## src/hdl/utar_pkg.sv

```systemverilog
`timescale 1ns / 1ps
// Package for the unsigned-to-ASCII radix converter.
// Holds widths, state and command codes, and the digit-to-ASCII function.
package utar_pkg;

   localparam int VALUE_BITS = 32;
   localparam int REQ_VALUE_W = 32;
   localparam int IN_BITS = (VALUE_BITS < REQ_VALUE_W) ? VALUE_BITS : REQ_VALUE_W;
   localparam int NUM_DIGITS = (IN_BITS + 2) / 3;
   localparam int DIG_W = NUM_DIGITS * 4;
   localparam int OCT_W = NUM_DIGITS * 3;
   localparam int BIT_CNT_W = $clog2(IN_BITS);
   localparam int DIG_CNT_W = $clog2(NUM_DIGITS + 1);

   localparam logic [4:0] RADIX_OCT = 5'd8;
   localparam logic [4:0] RADIX_DEC = 5'd10;
   localparam logic [4:0] RADIX_HEX = 5'd16;

   localparam logic [7:0] CHAR_ZERO = 8'h30;
   localparam logic [7:0] CHAR_A = 8'h61;
   localparam logic [7:0] CHAR_NONE = 8'h00;

   typedef enum logic [2:0] {
      ST_IDLE,
      ST_CONVERT,
      ST_SKIP,
      ST_EMIT,
      ST_ERROR
   } utar_state_type;

   typedef enum logic [2:0] {
      CMD_HOLD,
      CMD_LOAD_DEC,
      CMD_LOAD_OCT,
      CMD_LOAD_HEX,
      CMD_DABBLE,
      CMD_SHIFT
   } utar_cmd_type;

   function automatic logic [7:0] utar_ascii(input logic [3:0] digit);
      logic [7:0] ch;
      if (digit < 4'd10) begin
         ch = CHAR_ZERO + {4'd0, digit};
      end else begin
         ch = CHAR_A + {4'd0, digit} - 8'd10;
      end
      return ch;
   endfunction

endpackage

```

## src/hdl/utar_digit_reg.sv

```systemverilog
`timescale 1ns / 1ps
// Digit shift register: loads octal/hex digits directly, builds decimal
// digits by shift-and-add-3, and shifts digits out top first. Uses utar_pkg.
module utar_digit_reg
   import utar_pkg::*;
(
   input  logic               clock,
   input  utar_cmd_type       cmd,
   input  logic [IN_BITS-1:0] value_in,
   output logic [3:0]         top_digit
);

   logic [IN_BITS-1:0] bin_ff, bin_in;
   logic [DIG_W-1:0]   dig_ff, dig_in;
   logic [DIG_W-1:0]   fixed;
   logic [OCT_W-1:0]   oct_ext;
   logic [DIG_W-1:0]   oct_spread;

   always_comb begin
      oct_ext = OCT_W'(value_in);
      for (int i = 0; i < NUM_DIGITS; i++) begin
         oct_spread[4*i +: 4] = {1'b0, oct_ext[3*i +: 3]};
         if (dig_ff[4*i +: 4] >= 4'd5) begin
            fixed[4*i +: 4] = dig_ff[4*i +: 4] + 4'd3;
         end else begin
            fixed[4*i +: 4] = dig_ff[4*i +: 4];
         end
      end
   end

   always_comb begin
      bin_in = bin_ff;
      dig_in = dig_ff;
      unique case (cmd)
         CMD_HOLD: begin
         end
         CMD_LOAD_DEC: begin
            bin_in = value_in;
            dig_in = '0;
         end
         CMD_LOAD_OCT: dig_in = oct_spread;
         CMD_LOAD_HEX: dig_in = DIG_W'(value_in);
         CMD_DABBLE: begin
            dig_in = {fixed[DIG_W-2:0], bin_ff[IN_BITS-1]};
            bin_in = {bin_ff[IN_BITS-2:0], 1'b0};
         end
         CMD_SHIFT: dig_in = {dig_ff[DIG_W-5:0], 4'd0};
         default: begin
         end
      endcase
   end

   always_ff @(posedge clock) begin
      bin_ff <= bin_in;
      dig_ff <= dig_in;
   end

   assign top_digit = dig_ff[DIG_W-1 -: 4];

endmodule

```

## src/hdl/unsigned_to_ascii_radix.sv

```systemverilog
`timescale 1ns / 1ps
// Top level of the unsigned-to-ASCII converter (radix 8, 10, 16).
// Uses utar_pkg and utar_digit_reg.
//
//   channel | ports                                  | direction
//   req     | req_valid req_ready req_value req_radix | in
//   rsp     | rsp_valid rsp_ready rsp_character       | out
//           | rsp_last rsp_bad_radix                  |
//
// Decimal: the accept state loads the digit register, shift-and-add-3 steps
// build the digits, leading zeros are dropped one at a time (one digit is always
// kept), then one character goes out per digit. Octal and hex load directly.
// One word at a time; a stalled rsp holds the digit sequencer in place.
// Reset is synchronous and clears only the sequencer and rsp_valid.
module unsigned_to_ascii_radix
   import utar_pkg::*;
(
   input  logic                   clock,
   input  logic                   reset,
   input  logic                   req_valid,
   output logic                   req_ready,
   input  logic [REQ_VALUE_W-1:0] req_value,
   input  logic [4:0]             req_radix,
   output logic                   rsp_valid,
   input  logic                   rsp_ready,
   output logic [7:0]             rsp_character,
   output logic                   rsp_last,
   output logic                   rsp_bad_radix
);

   utar_state_type       state_ff, state_in;
   utar_cmd_type         cmd;
   logic [BIT_CNT_W-1:0] bit_ff, bit_in;
   logic [DIG_CNT_W-1:0] cnt_ff, cnt_in;
   logic                 rsp_valid_ff, rsp_valid_in;
   logic [7:0]           rsp_character_ff, rsp_character_in;
   logic                 rsp_last_ff, rsp_last_in;
   logic                 rsp_bad_radix_ff, rsp_bad_radix_in;
   logic [3:0]           top_digit;
   logic                 accept, out_free, is_oct, is_dec, is_hex;

   assign accept   = req_valid && req_ready;
   assign out_free = !rsp_valid_ff || rsp_ready;
   assign is_oct   = (req_radix == RADIX_OCT);
   assign is_dec   = (req_radix == RADIX_DEC);
   assign is_hex   = (req_radix == RADIX_HEX);

   utar_digit_reg u_digits (
      .clock     (clock),
      .cmd       (cmd),
      .value_in  (req_value[IN_BITS-1:0]),
      .top_digit (top_digit)
   );

   always_comb begin
      state_in = state_ff;
      unique case (state_ff)
         ST_IDLE: begin
            if (accept) begin
               priority if (is_dec)          state_in = ST_CONVERT;
               else if (is_oct || is_hex)    state_in = ST_SKIP;
               else                          state_in = ST_ERROR;
            end
         end
         ST_CONVERT: if (bit_ff == '0) state_in = ST_SKIP;
         ST_SKIP: begin
            if (!(top_digit == 4'd0 && cnt_ff > DIG_CNT_W'(1))) state_in = ST_EMIT;
         end
         ST_EMIT: if (out_free && cnt_ff == DIG_CNT_W'(1)) state_in = ST_IDLE;
         ST_ERROR: if (out_free) state_in = ST_IDLE;
         default: state_in = ST_IDLE;
      endcase
   end

   always_comb begin
      cmd              = CMD_HOLD;
      req_ready        = (state_ff == ST_IDLE);
      bit_in           = bit_ff;
      cnt_in           = cnt_ff;
      rsp_valid_in     = rsp_valid_ff && !rsp_ready;
      rsp_character_in = rsp_character_ff;
      rsp_last_in      = rsp_last_ff;
      rsp_bad_radix_in = rsp_bad_radix_ff;
      unique case (state_ff)
         ST_IDLE: begin
            bit_in = BIT_CNT_W'(IN_BITS - 1);
            cnt_in = DIG_CNT_W'(NUM_DIGITS);
            if (accept) begin
               priority if (is_dec) cmd = CMD_LOAD_DEC;
               else if (is_oct)     cmd = CMD_LOAD_OCT;
               else if (is_hex)     cmd = CMD_LOAD_HEX;
               else                 cmd = CMD_HOLD;
            end
         end
         ST_CONVERT: begin
            cmd    = CMD_DABBLE;
            bit_in = bit_ff - 1'b1;
         end
         ST_SKIP: begin
            if (top_digit == 4'd0 && cnt_ff > DIG_CNT_W'(1)) begin
               cmd    = CMD_SHIFT;
               cnt_in = cnt_ff - 1'b1;
            end
         end
         ST_EMIT: begin
            if (out_free) begin
               cmd              = CMD_SHIFT;
               cnt_in           = cnt_ff - 1'b1;
               rsp_valid_in     = 1'b1;
               rsp_character_in = utar_ascii(top_digit);
               rsp_last_in      = (cnt_ff == DIG_CNT_W'(1));
               rsp_bad_radix_in = 1'b0;
            end
         end
         ST_ERROR: begin
            if (out_free) begin
               rsp_valid_in     = 1'b1;
               rsp_character_in = CHAR_NONE;
               rsp_last_in      = 1'b1;
               rsp_bad_radix_in = 1'b1;
            end
         end
         default: begin
         end
      endcase
   end

   always_ff @(posedge clock) begin
      if (reset) begin
         state_ff     <= ST_IDLE;
         rsp_valid_ff <= 1'b0;
         bit_ff       <= '0;
         cnt_ff       <= '0;
      end else begin
         state_ff     <= state_in;
         rsp_valid_ff <= rsp_valid_in;
         bit_ff       <= bit_in;
         cnt_ff       <= cnt_in;
      end
   end

   always_ff @(posedge clock) begin
      rsp_character_ff <= rsp_character_in;
      rsp_last_ff      <= rsp_last_in;
      rsp_bad_radix_ff <= rsp_bad_radix_in;
   end

   assign rsp_valid     = rsp_valid_ff;
   assign rsp_character = rsp_character_ff;
   assign rsp_last      = rsp_last_ff;
   assign rsp_bad_radix = rsp_bad_radix_ff;

   a_bad_word: assert property (@(posedge clock) disable iff (reset)
      rsp_valid_ff && rsp_bad_radix_ff |-> rsp_last_ff && rsp_character_ff == CHAR_NONE)
      else $error("bad radix word malformed");

   a_digit_char: assert property (@(posedge clock) disable iff (reset)
      rsp_valid_ff && !rsp_bad_radix_ff |->
         (rsp_character_ff >= CHAR_ZERO && rsp_character_ff <= CHAR_ZERO + 8'd9) ||
         (rsp_character_ff >= CHAR_A && rsp_character_ff <= CHAR_A + 8'd5))
      else $error("digit word is not a lower-case digit");

   a_emit_count: assert property (@(posedge clock) disable iff (reset)
      state_ff == ST_EMIT || state_ff == ST_SKIP |-> cnt_ff != '0)
      else $error("digit count ran out while emitting");

   a_accept_busy: assert property (@(posedge clock) disable iff (reset)
      accept |=> state_ff != ST_IDLE)
      else $error("sequencer idle right after accept");

endmodule
```

## config.mk

```make
export PLATFORM = sky130hd
export DESIGN_NAME = unsigned_to_ascii_radix
export DESIGN_NICKNAME = d
export VERILOG_FILES = /design/src/hdl/utar_pkg.sv /design/src/hdl/utar_digit_reg.sv /design/src/hdl/unsigned_to_ascii_radix.sv
export SDC_FILE = /design/constraint.sdc
export NUM_CORES = 1
export LEC_CHECK = 0
export BUFFER_PORTS_ARGS = -buffer_cell sky130_fd_sc_hd__buf_2
export CELL_PAD_IN_SITES_DETAIL_PLACEMENT = 0
export CELL_PAD_IN_SITES_GLOBAL_PLACEMENT = 1
export CORE_ASPECT_RATIO = 0.8
export CORE_UTILIZATION = 35
export DETAILED_ROUTE_END_ITERATION = 8
export PLACE_DENSITY_LB_ADDON = 0.3
export SYNTH_ARGS = -nofsm -noshare
export SYNTH_HDL_FRONTEND = slang
export SYNTH_SLANG_ARGS = --single-unit
```

## constraint.sdc

```tcl
create_clock -name clock -period 3.72 [get_ports clock]
set_input_delay 0.558 -clock clock [delete_from_list [all_inputs] [get_ports clock]]
set_output_delay 0.558 -clock clock [all_outputs]
set_load 0.1 [all_outputs]
```

==> impl_metrics.py, run 1 <==
metrics = {
    "logic_synthesis": {
        "async_flop_share_pct": 0,
        "synth_top_family_by_area": "simple AND/OR/NAND/NOR gates",
        "synth_largest_area_cell": "edfxtp_1",
        "ys_top_cells_by_count": "nand2_1 (140), edfxtp_1 (85), a21oi_1 (49)",
        "synthFlopType": "edfxtp_1",
        "ys_warn_count": 0,
        "synthTopCellsByArea": "edfxtp_1 (44%), nand2_1 (9.2%), ha_1 (5.7%)",
        "synth_nets": 661,
        "syn_area_um2": 5739,
        "synth_cell_types": 55,
        "synth.area.mux_share_pct": 3.510,
        "synth_edf_count": 85,
        "synth.most_common_cell": "nand2_1",
        "synth_compound_area_share_pct": 16.35,
        "synth-xor-area-share_pct": 2.289,
        "syn_inst": 594,
        "yosys.area_share.simple_pct": 18.64,
        "yosys.area_share.adder_pct": 5.668,
        "synth_seq_cells": 98,
        "ys_seq_area_share_pct": 49.01,
        "avgSynthCellArea_um2": 9.662,
        "synth_top_area_share_pct": 44.47,
    },
    "clock_tree": {
        "insertion_delay_ns": 0.35,
        "cts_buffers": 9,
        "clkTransAtPathRegs_ns": 0.06,
        "cts_hold_repair.buffers": 0,
        "cts_resized": 0,
        "post_cts_buffers": 0,
        "ctsHtreeMaxLevel": 3,
        "cts_tree": "built",
        "cts_root_buf": "clkbuf_16",
        "clock_sinks": 98,
        "clk_path_buf_depth": 2,
    },
    "timing": {
        "tightest_slew_ns": 1.067,
        "maxSlewHeadroom_pct": 28.88,
        "hold_viol": 0,
        "period_share_pct": 83.36,
        "setup_viol": 0,
        "fin_skew_ns": 0.007669,
        "fmax_mhz": 322.5,
        "fin_setup_tns_ns": 0,
        "final-max-slew-violation-count": 0,
        "min_period_ns": 3.101,
        "rsz0062_at_grt": "false",
    },
    "worst_setup_path": {
        "crit_path_end_kind": "flip-flop",
        "crit_type": "flip-flop to flip-flop",
        "startpoint_type": "flip-flop",
        "reg2reg_slack_ns": 0.62,
        "cp.required_ns": 3.69,
        "cp_max_fo": 44,
        "crit_arrival_ns": 3.07,
    },
    "drt": {
        "num_vias": 4565,
        "via_per_inst": 5.327,
        "dr.pass1.iters": 5,
        "drt-initial-drc-count": 483,
        "wl_per_cell_um": 16.74,
        "postRouteAntennaNets": 0,
        "totalWireLength_um": 14340,
        "drc": 0,
    },
    "grt": {
        "grt_pass1_vias": 4217,
        "grt_max_degree": 48,
        "gr-usage-all-layers_pct": 17.67,
        "grt_overflow": 0,
        "antenna_found_initial": 0,
        "grt_pass1_wl_um": 23060,
    },
    "cells_and_area": {
        "final_layout_size_suffix_gt1_share_pct": 12.77,
        "fill_cells": 1588,
        "diodes": 0,
        "area_growth_pct": 12.86,
        "finalNetCount": 705,
        "multiInputGateArea_um2": 2684,
        "regArea_um2": 2813,
    },
    "die": {
        "die_y_um": 116.5,
        "die_w_um": 145.2,
        "pin_count": 53,
        "core_um2": 15900,
        "initial_core_util_pct": 36.09,
        "fp.dieArea_um2": 16920,
        "rows": 41,
    },
    "run_status": {
        "outcome": "finished, final reports clean",
    },
    "hold_path": {
        "hold_class": "flip-flop to flip-flop",
    },
    "job": {
        "cap_violations": 0,
    },
    "pwr": {
        "peakVddDrop_uv": 259.8,
        "power_density_nw_per_um2": 677.5,
        "totalPowerFinal_mw": 4.389,
        "p_leak_nw": 2.629,
    },
    "placed_design": {
        "hpwl_um": 9824,
        "gp_congestion": 0.8111,
        "port_buffers": 51,
    },
}
==> where the power goes <==
group / internal, mW / leakage [nW] / switching [mW]
combinational: 0.499 / 1.60 / 1.15
sequential: 1.60 / 0.897 / 0.221
clock: 0.514 / 0.137 / 0.404
==> cell type report <==
type	count	area share, %
multi-input combinational	438	41.43
tap	215	4.153
inverter	32	1.854
sequential	98	43.42
timing repair buffer	59	4.868
clock buffer	11	3.593
clock inverter	4	0.6761
==> per-layer routing <==
metal  up-vias  share of wire (%)  GRT usage, %
li1       2233                  -             -
met1      2209                 51         25.68
met2       114                 43         26.54
met3         9                4.5         4.141
met4         0               0.93         4.140
met5         -                  0             0
==> sequential cells by signal, indices dropped and copies added (netlist names) <==
register / flops
rsp_character: 7
u_digits.bin_ff: 32
bit_ff: 5
rsp_last: 1
state_ff: 3
rsp_valid: 1
cnt_ff: 4
rsp_bad_radix: 1
u_digits.dig_ff: 44
==> logic make-up (layout without fill, tap and decap cells) <==
logic type,count (synthesis),after routing
compound gates,140,140
simple gates,236,236
buf+inv,58,106
other cells,1,1
fa+ha+maj,26,26
mux,20,20
flops,98,98
xor+xnor,15,15
==> metrics by stage <==
| step | instance area, um^2 | hold slack [ns] | utilization [%] | worst slack [ns] | cells |
|---|---|---|---|---|---|
| 2_1_floorplan | 5739 | 0.4558 | - | 0.3518 | 594 |
| 3_3_place_gp | 6201 | 0.4747 | 38.99 | 0.6967 | 842 |
| 3_5_place_dp | 6201 | 0.4852 | 38.99 | 0.5706 | 842 |
| 4_1_cts | 6477 | 0.4921 | 40.73 | 0.5636 | 857 |
| 5_1_grt | 6477 | 0.5188 | 40.73 | 0.2625 | 857 |
| 6_report | 6477 | 0.5009 | 40.73 | 0.6188 | 857 |
==> placed cells by master, fill, tap and decap left out, drive strengths merged, types with 3 or more instances in the layout <==
cell / Yosys / routed
nand2b: 13 / 13
mux2i: 19 / 19
nor3: 10 / 10
buf: 17 / 59
nor3b: 16 / 16
nor2: 37 / 37
a211oi: 6 / 6
dfxtp: 13 / 13
clkbuf: 9 / 11
or3: 5 / 5
o21ai: 27 / 27
a221o: 12 / 12
a21oi: 49 / 49
a22oi: 3 / 3
o221ai: 18 / 18
clkinv: 1 / 4
xor2: 3 / 3
a32oi: 6 / 6
nand2: 140 / 140
inv: 31 / 31
ha: 26 / 26
nor2b: 3 / 3
xnor2: 12 / 12
edfxtp: 85 / 85
a311oi: 3 / 3
==> worst paths after layout <==
kind,end,from,cells after the start
max,u_digits.dig_ff[31],u_digits.dig_ff[41],7
min,bit_ff[3],bit_ff[3],1
max reg2reg,u_digits.dig_ff[31],u_digits.dig_ff[41],7
min reg2reg,bit_ff[3],bit_ff[3],1
==> worst max-delay path: stages, from the launching register on <==
cell and delay [ns]:
edfxtp_1 0.45, inv_1 0.13, ha_1 0.24, nor3b_1 0.34
o311a_1 0.33, nor2_1 0.12, nand2_1 0.24, or3_2 0.88
(Power assumes the default switching activity.)
==> run 2, diff against run 1 <==
--- a/config.mk
+++ b/config.mk
@@ -5,6 +5,7 @@
 export SDC_FILE = /design/constraint.sdc
 export NUM_CORES = 1
 export LEC_CHECK = 0
+export ABC_AREA = 1
 export BUFFER_PORTS_ARGS = -buffer_cell sky130_fd_sc_hd__buf_2
 export CELL_PAD_IN_SITES_DETAIL_PLACEMENT = 0
 export CELL_PAD_IN_SITES_GLOBAL_PLACEMENT = 1
==> constraint.sdc (replaced) <==
create_clock -name clock -period 3.07 [get_ports clock]
set_input_delay 0.4605 -clock clock [delete_from_list [all_inputs] [get_ports clock]]
set_output_delay 0.4605 -clock clock [all_outputs]
set_load 0.1 [all_outputs]
==> run 2 against run 1 <==
Effect of this change:
- setup slack got worse by 0.045 ns
- sequential share of layout area fell by 3.0 points
- sequential cell count did not move
- hold slack got worse by 0.14 ns
- global-route usage rose by 0.81 points
- critical endpoint is now u_digits.bin_ff[9]
- highest routed layer unchanged
==> impl_metrics.py, run 2 <==
metrics = {
    "run_status": {
        "outcome": "finished, final reports clean",
    },
    "clock_tree": {
        "cts_resized": 0,
        "cts_hold_repair.buffers": 0,
        "clkTransAtPathRegs_ns": 0.07,
        "cts_root_buf": "clkbuf_16",
        "cts_buffers": 9,
        "clk_path_buf_depth": 2,
        "post_cts_buffers": 0,
        "cts_tree": "built",
        "clock_sinks": 98,
        "ctsHtreeMaxLevel": 3,
        "insertion_delay_ns": 0.36,
    },
    "placed_design": {
        "gp_congestion": 0.7878,
        "port_buffers": 51,
        "hpwl_um": 11040,
    },
    "worst_setup_path": {
        "startpoint_type": "flip-flop",
        "rr_worst_depth": 11,
        "crit_path_end_kind": "flip-flop",
        "r2r_end": "u_digits.bin_ff[9]",
        "crit_type": "flip-flop to flip-flop",
        "cp.required_ns": 3.13,
        "worstPathCellList": "inv_1 -> ha_1 -> nand2_1 -> nor2_1 -> nand3_2 -> nand2_4 -> buf_4 -> nor2_1 -> nand3_1 -> nand2_1 -> buf_4",
        "reg2reg_from": "u_digits.dig_ff[40]",
        "crit_arrival_ns": 2.56,
        "critical_path.max_stage_delay_ns": 0.46,
        "reg2reg_slack_ns": 0.57,
        "cp_slowest_cell": "edfxtp_1",
        "cp_max_fo": 32,
    },
    "timing": {
        "fin_setup_tns_ns": 0,
        "min_period_ns": 2.496,
        "tightest_slew_ns": 0.8771,
        "fmax_mhz": 400.6,
        "hold_viol": 0,
        "final-max-slew-violation-count": 0,
        "setup_viol": 0,
        "period_share_pct": 81.31,
        "rsz0062_at_grt": "false",
        "fin_skew_ns": 0.01055,
        "maxSlewHeadroom_pct": 41.39,
    },
    "grt": {
        "antenna_found_initial": 0,
        "use_met2_pct": 25.46,
        "grt_overflow": 0,
        "top_usage_layer": "met1",
        "grt_max_degree": 82,
        "grt_pass1_wl_um": 25470,
        "met3_usage_pct": 3.947,
        "gr-usage-all-layers_pct": 18.48,
        "grt_pass1_vias": 4818,
        "use_met1_pct": 28.45,
    },
    "cells_and_area": {
        "largest_register": "u_digits.dig_ff",
        "final_layout_size_suffix_gt1_share_pct": 11.29,
        "final_common_cell": "nand2_1",
        "postLayoutCoreUtil_pct": 40.20,
        "final_cell_mix": "nand2_1 (260), inv_1 (122), nand3_1 (108)",
        "finalNetCount": 921,
        "area_growth_pct": 12.20,
        "diodes": 0,
        "fill_cells": 1801,
        "largest_reg_flops": 44,
    },
    "logic_synthesis": {
        "synth_seq_cells": 98,
        "synth_compound_area_share_pct": 9.051,
        "yosys.area_share.adder_pct": 5.241,
        "synthFlopType": "edfxtp_1",
        "syn_inst": 807,
        "synth_top_family_by_area": "simple AND/OR/NAND/NOR gates",
        "synth_nets": 874,
        "yosys.area_share.simple_pct": 30.32,
        "synth_largest_area_cell": "edfxtp_1",
        "synth_cell_types": 40,
        "async_flop_share_pct": 0,
        "ys_top_cells_by_count": "nand2_1 (260), inv_1 (122), nand3_1 (109)",
        "synth.most_common_cell": "nand2_1",
        "synth-xor-area-share_pct": 0.1411,
        "ys_warn_count": 0,
        "avgSynthCellArea_um2": 7.692,
        "synth_edf_count": 85,
        "syn_area_um2": 6207,
        "synthTopCellsByArea": "edfxtp_1 (41%), nand2_1 (16%), nand3_1 (8.8%)",
        "synth.area.mux_share_pct": 0,
        "ys_seq_area_share_pct": 45.31,
        "synth_top_area_share_pct": 41.12,
    },
    "hold_path": {
        "holdCritStartpoint": "reset",
        "hold_class": "primary input to flip-flop",
        "holdPathStages": 2,
        "min_to": "bit_ff[2]",
    },
    "drt": {
        "dr.pass1.iters": 4,
        "totalWireLength_um": 15660,
        "drt-initial-drc-count": 365,
        "via_per_inst": 4.873,
        "num_vias": 5282,
        "wl_per_cell_um": 14.44,
        "drc": 0,
        "postRouteAntennaNets": 0,
    },
    "pwr": {
        "p_leak_nw": 3.184,
        "peakVddDrop_uv": 345.0,
        "power_density_nw_per_um2": 1030,
    },
    "die": {
        "fp.dieArea_um2": 18280,
        "pin_count": 53,
        "rows": 43,
        "die_w_um": 150.9,
        "die_y_um": 121.1,
        "initial_core_util_pct": 35.83,
        "core_um2": 17320,
    },
    "job": {
        "cap_violations": 0,
    },
}
run 2: layer usage:
metal	part of all wire, %	vias up
li1	-	2746
met1	52	2402
met2	41	122
met3	5.7	12
met4	1.2	0
met5	0	-
run 2: where the power goes:
part / total (mW) / switching, mW / internal (mW)
clock network: 1.07 / 0.523 / 0.551
registers: 2.69 / 0.401 / 2.29
logic: 3.41 / 2.44 / 0.976
run 2: metrics by stage:
| step | instances | power, mW | hold WS [ns] | setup slack, ns | cell area, um^2 |
|---|---|---|---|---|---|
| 2_1_floorplan | 807 | 5.274 | 0.4311 | 0.2017 | 6212 |
| 3_3_place_gp | 1068 | 6.163 | 0.4483 | 0.6472 | 6694 |
| 3_5_place_dp | 1068 | 6.126 | 0.4506 | 0.5711 | 6694 |
| 4_1_cts | 1084 | 7.228 | 0.3476 | 0.5375 | 6964 |
| 5_1_grt | 1084 | 7.831 | 0.3567 | 0.3264 | 6964 |
| 6_report | 1084 | 7.176 | 0.3592 | 0.5737 | 6964 |
run 2: critical path, delay by kind of cell, from the launching register on:
| family | cells | cell delay (ns) |
|---|---|---|
| adders and majority gates | 1 | 0.18 |
| buffers and inverters | 3 | 0.71 |
| DFF | 1 | 0.46 |
| and+or+nand+nor | 7 | 0.82 |
run 2: worst max path at each step:
stage,from,to,slack (ns),cells past startpoint
floorplan,rsp_valid,u_digits.dig_ff[0],0.20,6
global placement,u_digits.dig_ff[40],u_digits.bin_ff[11],0.65,11
detailed placement,u_digits.dig_ff[40],u_digits.bin_ff[7],0.57,11
CTS,u_digits.dig_ff[41],u_digits.bin_ff[8],0.54,11
global route,u_digits.dig_ff[40],u_digits.bin_ff[6],0.33,11
finish,u_digits.dig_ff[40],u_digits.bin_ff[9],0.57,11
run 2: cells by family after synthesis:
family	count (synthesis)
AND/OR/NAND/NOR	429
AO/OA/AOI/OAI	102
XOR/XNOR	1
other	1
flip-flops	98
buffers and inverters	150
adder cells (fa/ha/maj)	26
run 2: area by class of cell:
class,instances,area (um^2),area share (%)
clock buffer,10,229.0,3.288
timing repair buffer,59,327.8,4.707
clock inverter,6,41.29,0.5929
inverter,127,479.2,6.881
multi-input combinational,559,2793,40.10
sequential,98,2813,40.39
tap,225,281.5,4.042
==> run 3, diff against run 2 <==
==> constraint.sdc (replaced) <==
create_clock -name clock -period 2.1 [get_ports clock]
set_input_delay 0.315 -clock clock [delete_from_list [all_inputs] [get_ports clock]]
set_output_delay 0.315 -clock clock [all_outputs]
set_load 0.1 [all_outputs]
==> run 3 against run 2 <==
Effect of this change:
- global-route usage is 0.60 points lower
- utilization rose by 1.6 points
- cell count grew 1.5%
- hold slack worse by 0.13 ns
- clock power up 50%
- clock skew fell by 0.0061 ns
- count of clock-buffer cells in the layout stayed put
- critical endpoint is now req_ready
- largest power group unchanged
==> impl_metrics.py, run 3 (same netlist as run 2, synthesis figures left out) <==
metrics = {
    "worst_setup_path": {
        "crit_type": "flip-flop to output pin",
        "crit_path_end_kind": "output pin",
        "cp.required_ns": 1.78,
        "cp_slowest_cell": "buf_2",
        "critPathTopFamily": "buffers and inverters",
        "cp_max_fo": 8,
        "worstPathCellList": "inv_2 -> nand2_2 -> nor2_4 -> buf_2",
        "critical_path.max_stage_delay_ns": 0.48,
        "startpoint_type": "flip-flop",
        "crit_arrival_ns": 1.67,
        "critPathBufInv": 2,
    },
    "pwr": {
        "p_int_mw": 6.066,
        "peakVddDrop_uv": 581.2,
        "power_density_nw_per_um2": 1520,
        "p_sw_mw": 4.933,
        "swShare_pct": 44.85,
        "p_leak_nw": 3.323,
        "clock_power_share_pct": 14.5,
        "totalPowerFinal_mw": 11.00,
        "pwr-share-comb_pct": 50.0,
        "p_seq_share_pct": 35.4,
    },
    "drt": {
        "wl_per_cell_um": 14.08,
        "totalWireLength_um": 15480,
        "dr.pass1.iters": 5,
        "postRouteAntennaNets": 0,
        "num_vias": 5333,
        "drt-initial-drc-count": 346,
        "drc": 0,
        "via_per_inst": 4.848,
    },
    "timing": {
        "fin_setup_tns_ns": 0,
        "hold_viol": 0,
        "rsz0062_at_grt": "false",
        "worst_slack_ns": 0.1172,
        "min_period_ns": 1.983,
        "setup_viol": 0,
        "fin_skew_ns": 0.004465,
        "holdWs_ns": 0.2269,
        "period_share_pct": 94.42,
        "final-max-slew-violation-count": 0,
        "fmax_mhz": 504.3,
    },
    "cells_and_area": {
        "finalNetCount": 938,
        "final_common_cell": "nand2_1",
        "regArea_um2": 2816,
        "final_layout_size_suffix_gt1_share_pct": 13.49,
        "largest_reg_flops": 44,
        "largest_register": "u_digits.dig_ff",
        "multiInputGateArea_um2": 2830,
        "area_growth_pct": 16.61,
        "fill_cells": 1795,
        "diodes": 0,
        "stdcell_count": 1100,
        "final_cell_mix": "nand2_1 (258), inv_1 (121), nand3_1 (107)",
    },
    "clock_tree": {
        "cts_tree": "built",
        "clk_path_buf_depth": 2,
        "clock_sinks": 98,
        "cts_buffers": 9,
        "insertion_delay_ns": 0.35,
        "ctsHtreeMaxLevel": 3,
        "cts_root_buf": "clkbuf_16",
        "cts_hold_repair.buffers": 0,
        "clkTransAtPathRegs_ns": 0.06,
    },
    "die": {
        "initial_core_util_pct": 35.83,
        "fp.dieArea_um2": 18280,
        "die_y_um": 121.1,
        "rows": 43,
        "core_um2": 17320,
        "pin_count": 53,
        "die_w_um": 150.9,
    },
    "run_status": {
        "outcome": "finished, final reports clean",
    },
    "placed_design": {
        "dp_cells": 1080,
        "hpwl_um": 11150,
        "post-place-ws_ns": 0.04222,
        "port_buffers": 51,
        "gp_congestion": 0.8204,
    },
    "grt": {
        "grt_pass1_wl_um": 25020,
        "gr-usage-all-layers_pct": 17.89,
        "grt_max_degree": 82,
        "grt_pass1_vias": 4885,
        "grt_overflow": 0,
        "antenna_found_initial": 0,
    },
    "hold_path": {
        "hold_class": "primary input to flip-flop",
    },
    "job": {
        "cap_violations": 0,
    },
}
-- run 3: changes by cell type in the layout (fill, tap and decap cells not counted), moves of 2 or more --
cell | before | now
buf_6 | 0 | 4
clkinvlp_4 | 2 | 0
buf_12 | 1 | 5
clkinv_1 | 1 | 3
clkbuf_16 | 9 | 11
nand2_1 | 260 | 258
buf_4 | 7 | 14
nand2_4 | 2 | 4
-- run 3: metrics by stage --
stage | util [%] | area, um^2
CTS | 41.20 | 7138
detailed placement | 39.61 | 6863
global placement | 39.61 | 6863
finish | 41.78 | 7238
global route | 41.78 | 7238
floorplan | - | 6241
-- run 3: final timing paths --
| path | cells past startpoint | to | startpoint | slack, ns |
|---|---|---|---|---|
| worst max-delay path | 4 | req_ready | state_ff[0] | 0.12 |
| worst min-delay path | 2 | state_ff[2] | reset | 0.23 |
| worst max register to register | 11 | u_digits.bin_ff[20] | u_digits.dig_ff[41] | 0.14 |
| worst min register to register | 1 | cnt_ff[0] | cnt_ff[0] | 0.47 |
-- run 3: layout make-up --
cell class	instances	area share, %
clock inverter	5	0.6396
tap	225	3.889
clock buffer	10	3.163
sequential	98	38.91
inverter	127	6.621
timing repair buffer	76	7.675
multi-input combinational	559	39.10
-- run 3: what timing repair did --
action                                  in CTS  in global routing
resized for setup                            0                  7
setup buffers                                0                  2
endpoints found under the setup margin       0                 53
-- run 3: power by group through the flow --
stage	Sequential, mW	Clock (mW)	Combinational (mW)
after floorplan	4.18	0	3.55
after global placement	3.93	0	5.32
after detailed placement	3.93	0	5.29
after CTS	3.89	1.64	5.32
after global routing	4.01	1.71	6.24
final	3.90	1.60	5.50
-- run 3: routing by layer --
layer  up-vias  global-route usage (%)  part of all wire, %
li1       2785                       -                    -
met1      2411                   26.81                   52
met2       127                   25.66                   42
met3        10                   3.684                  5.2
met4         0                   5.063                 0.68
met5         -                       0                    0
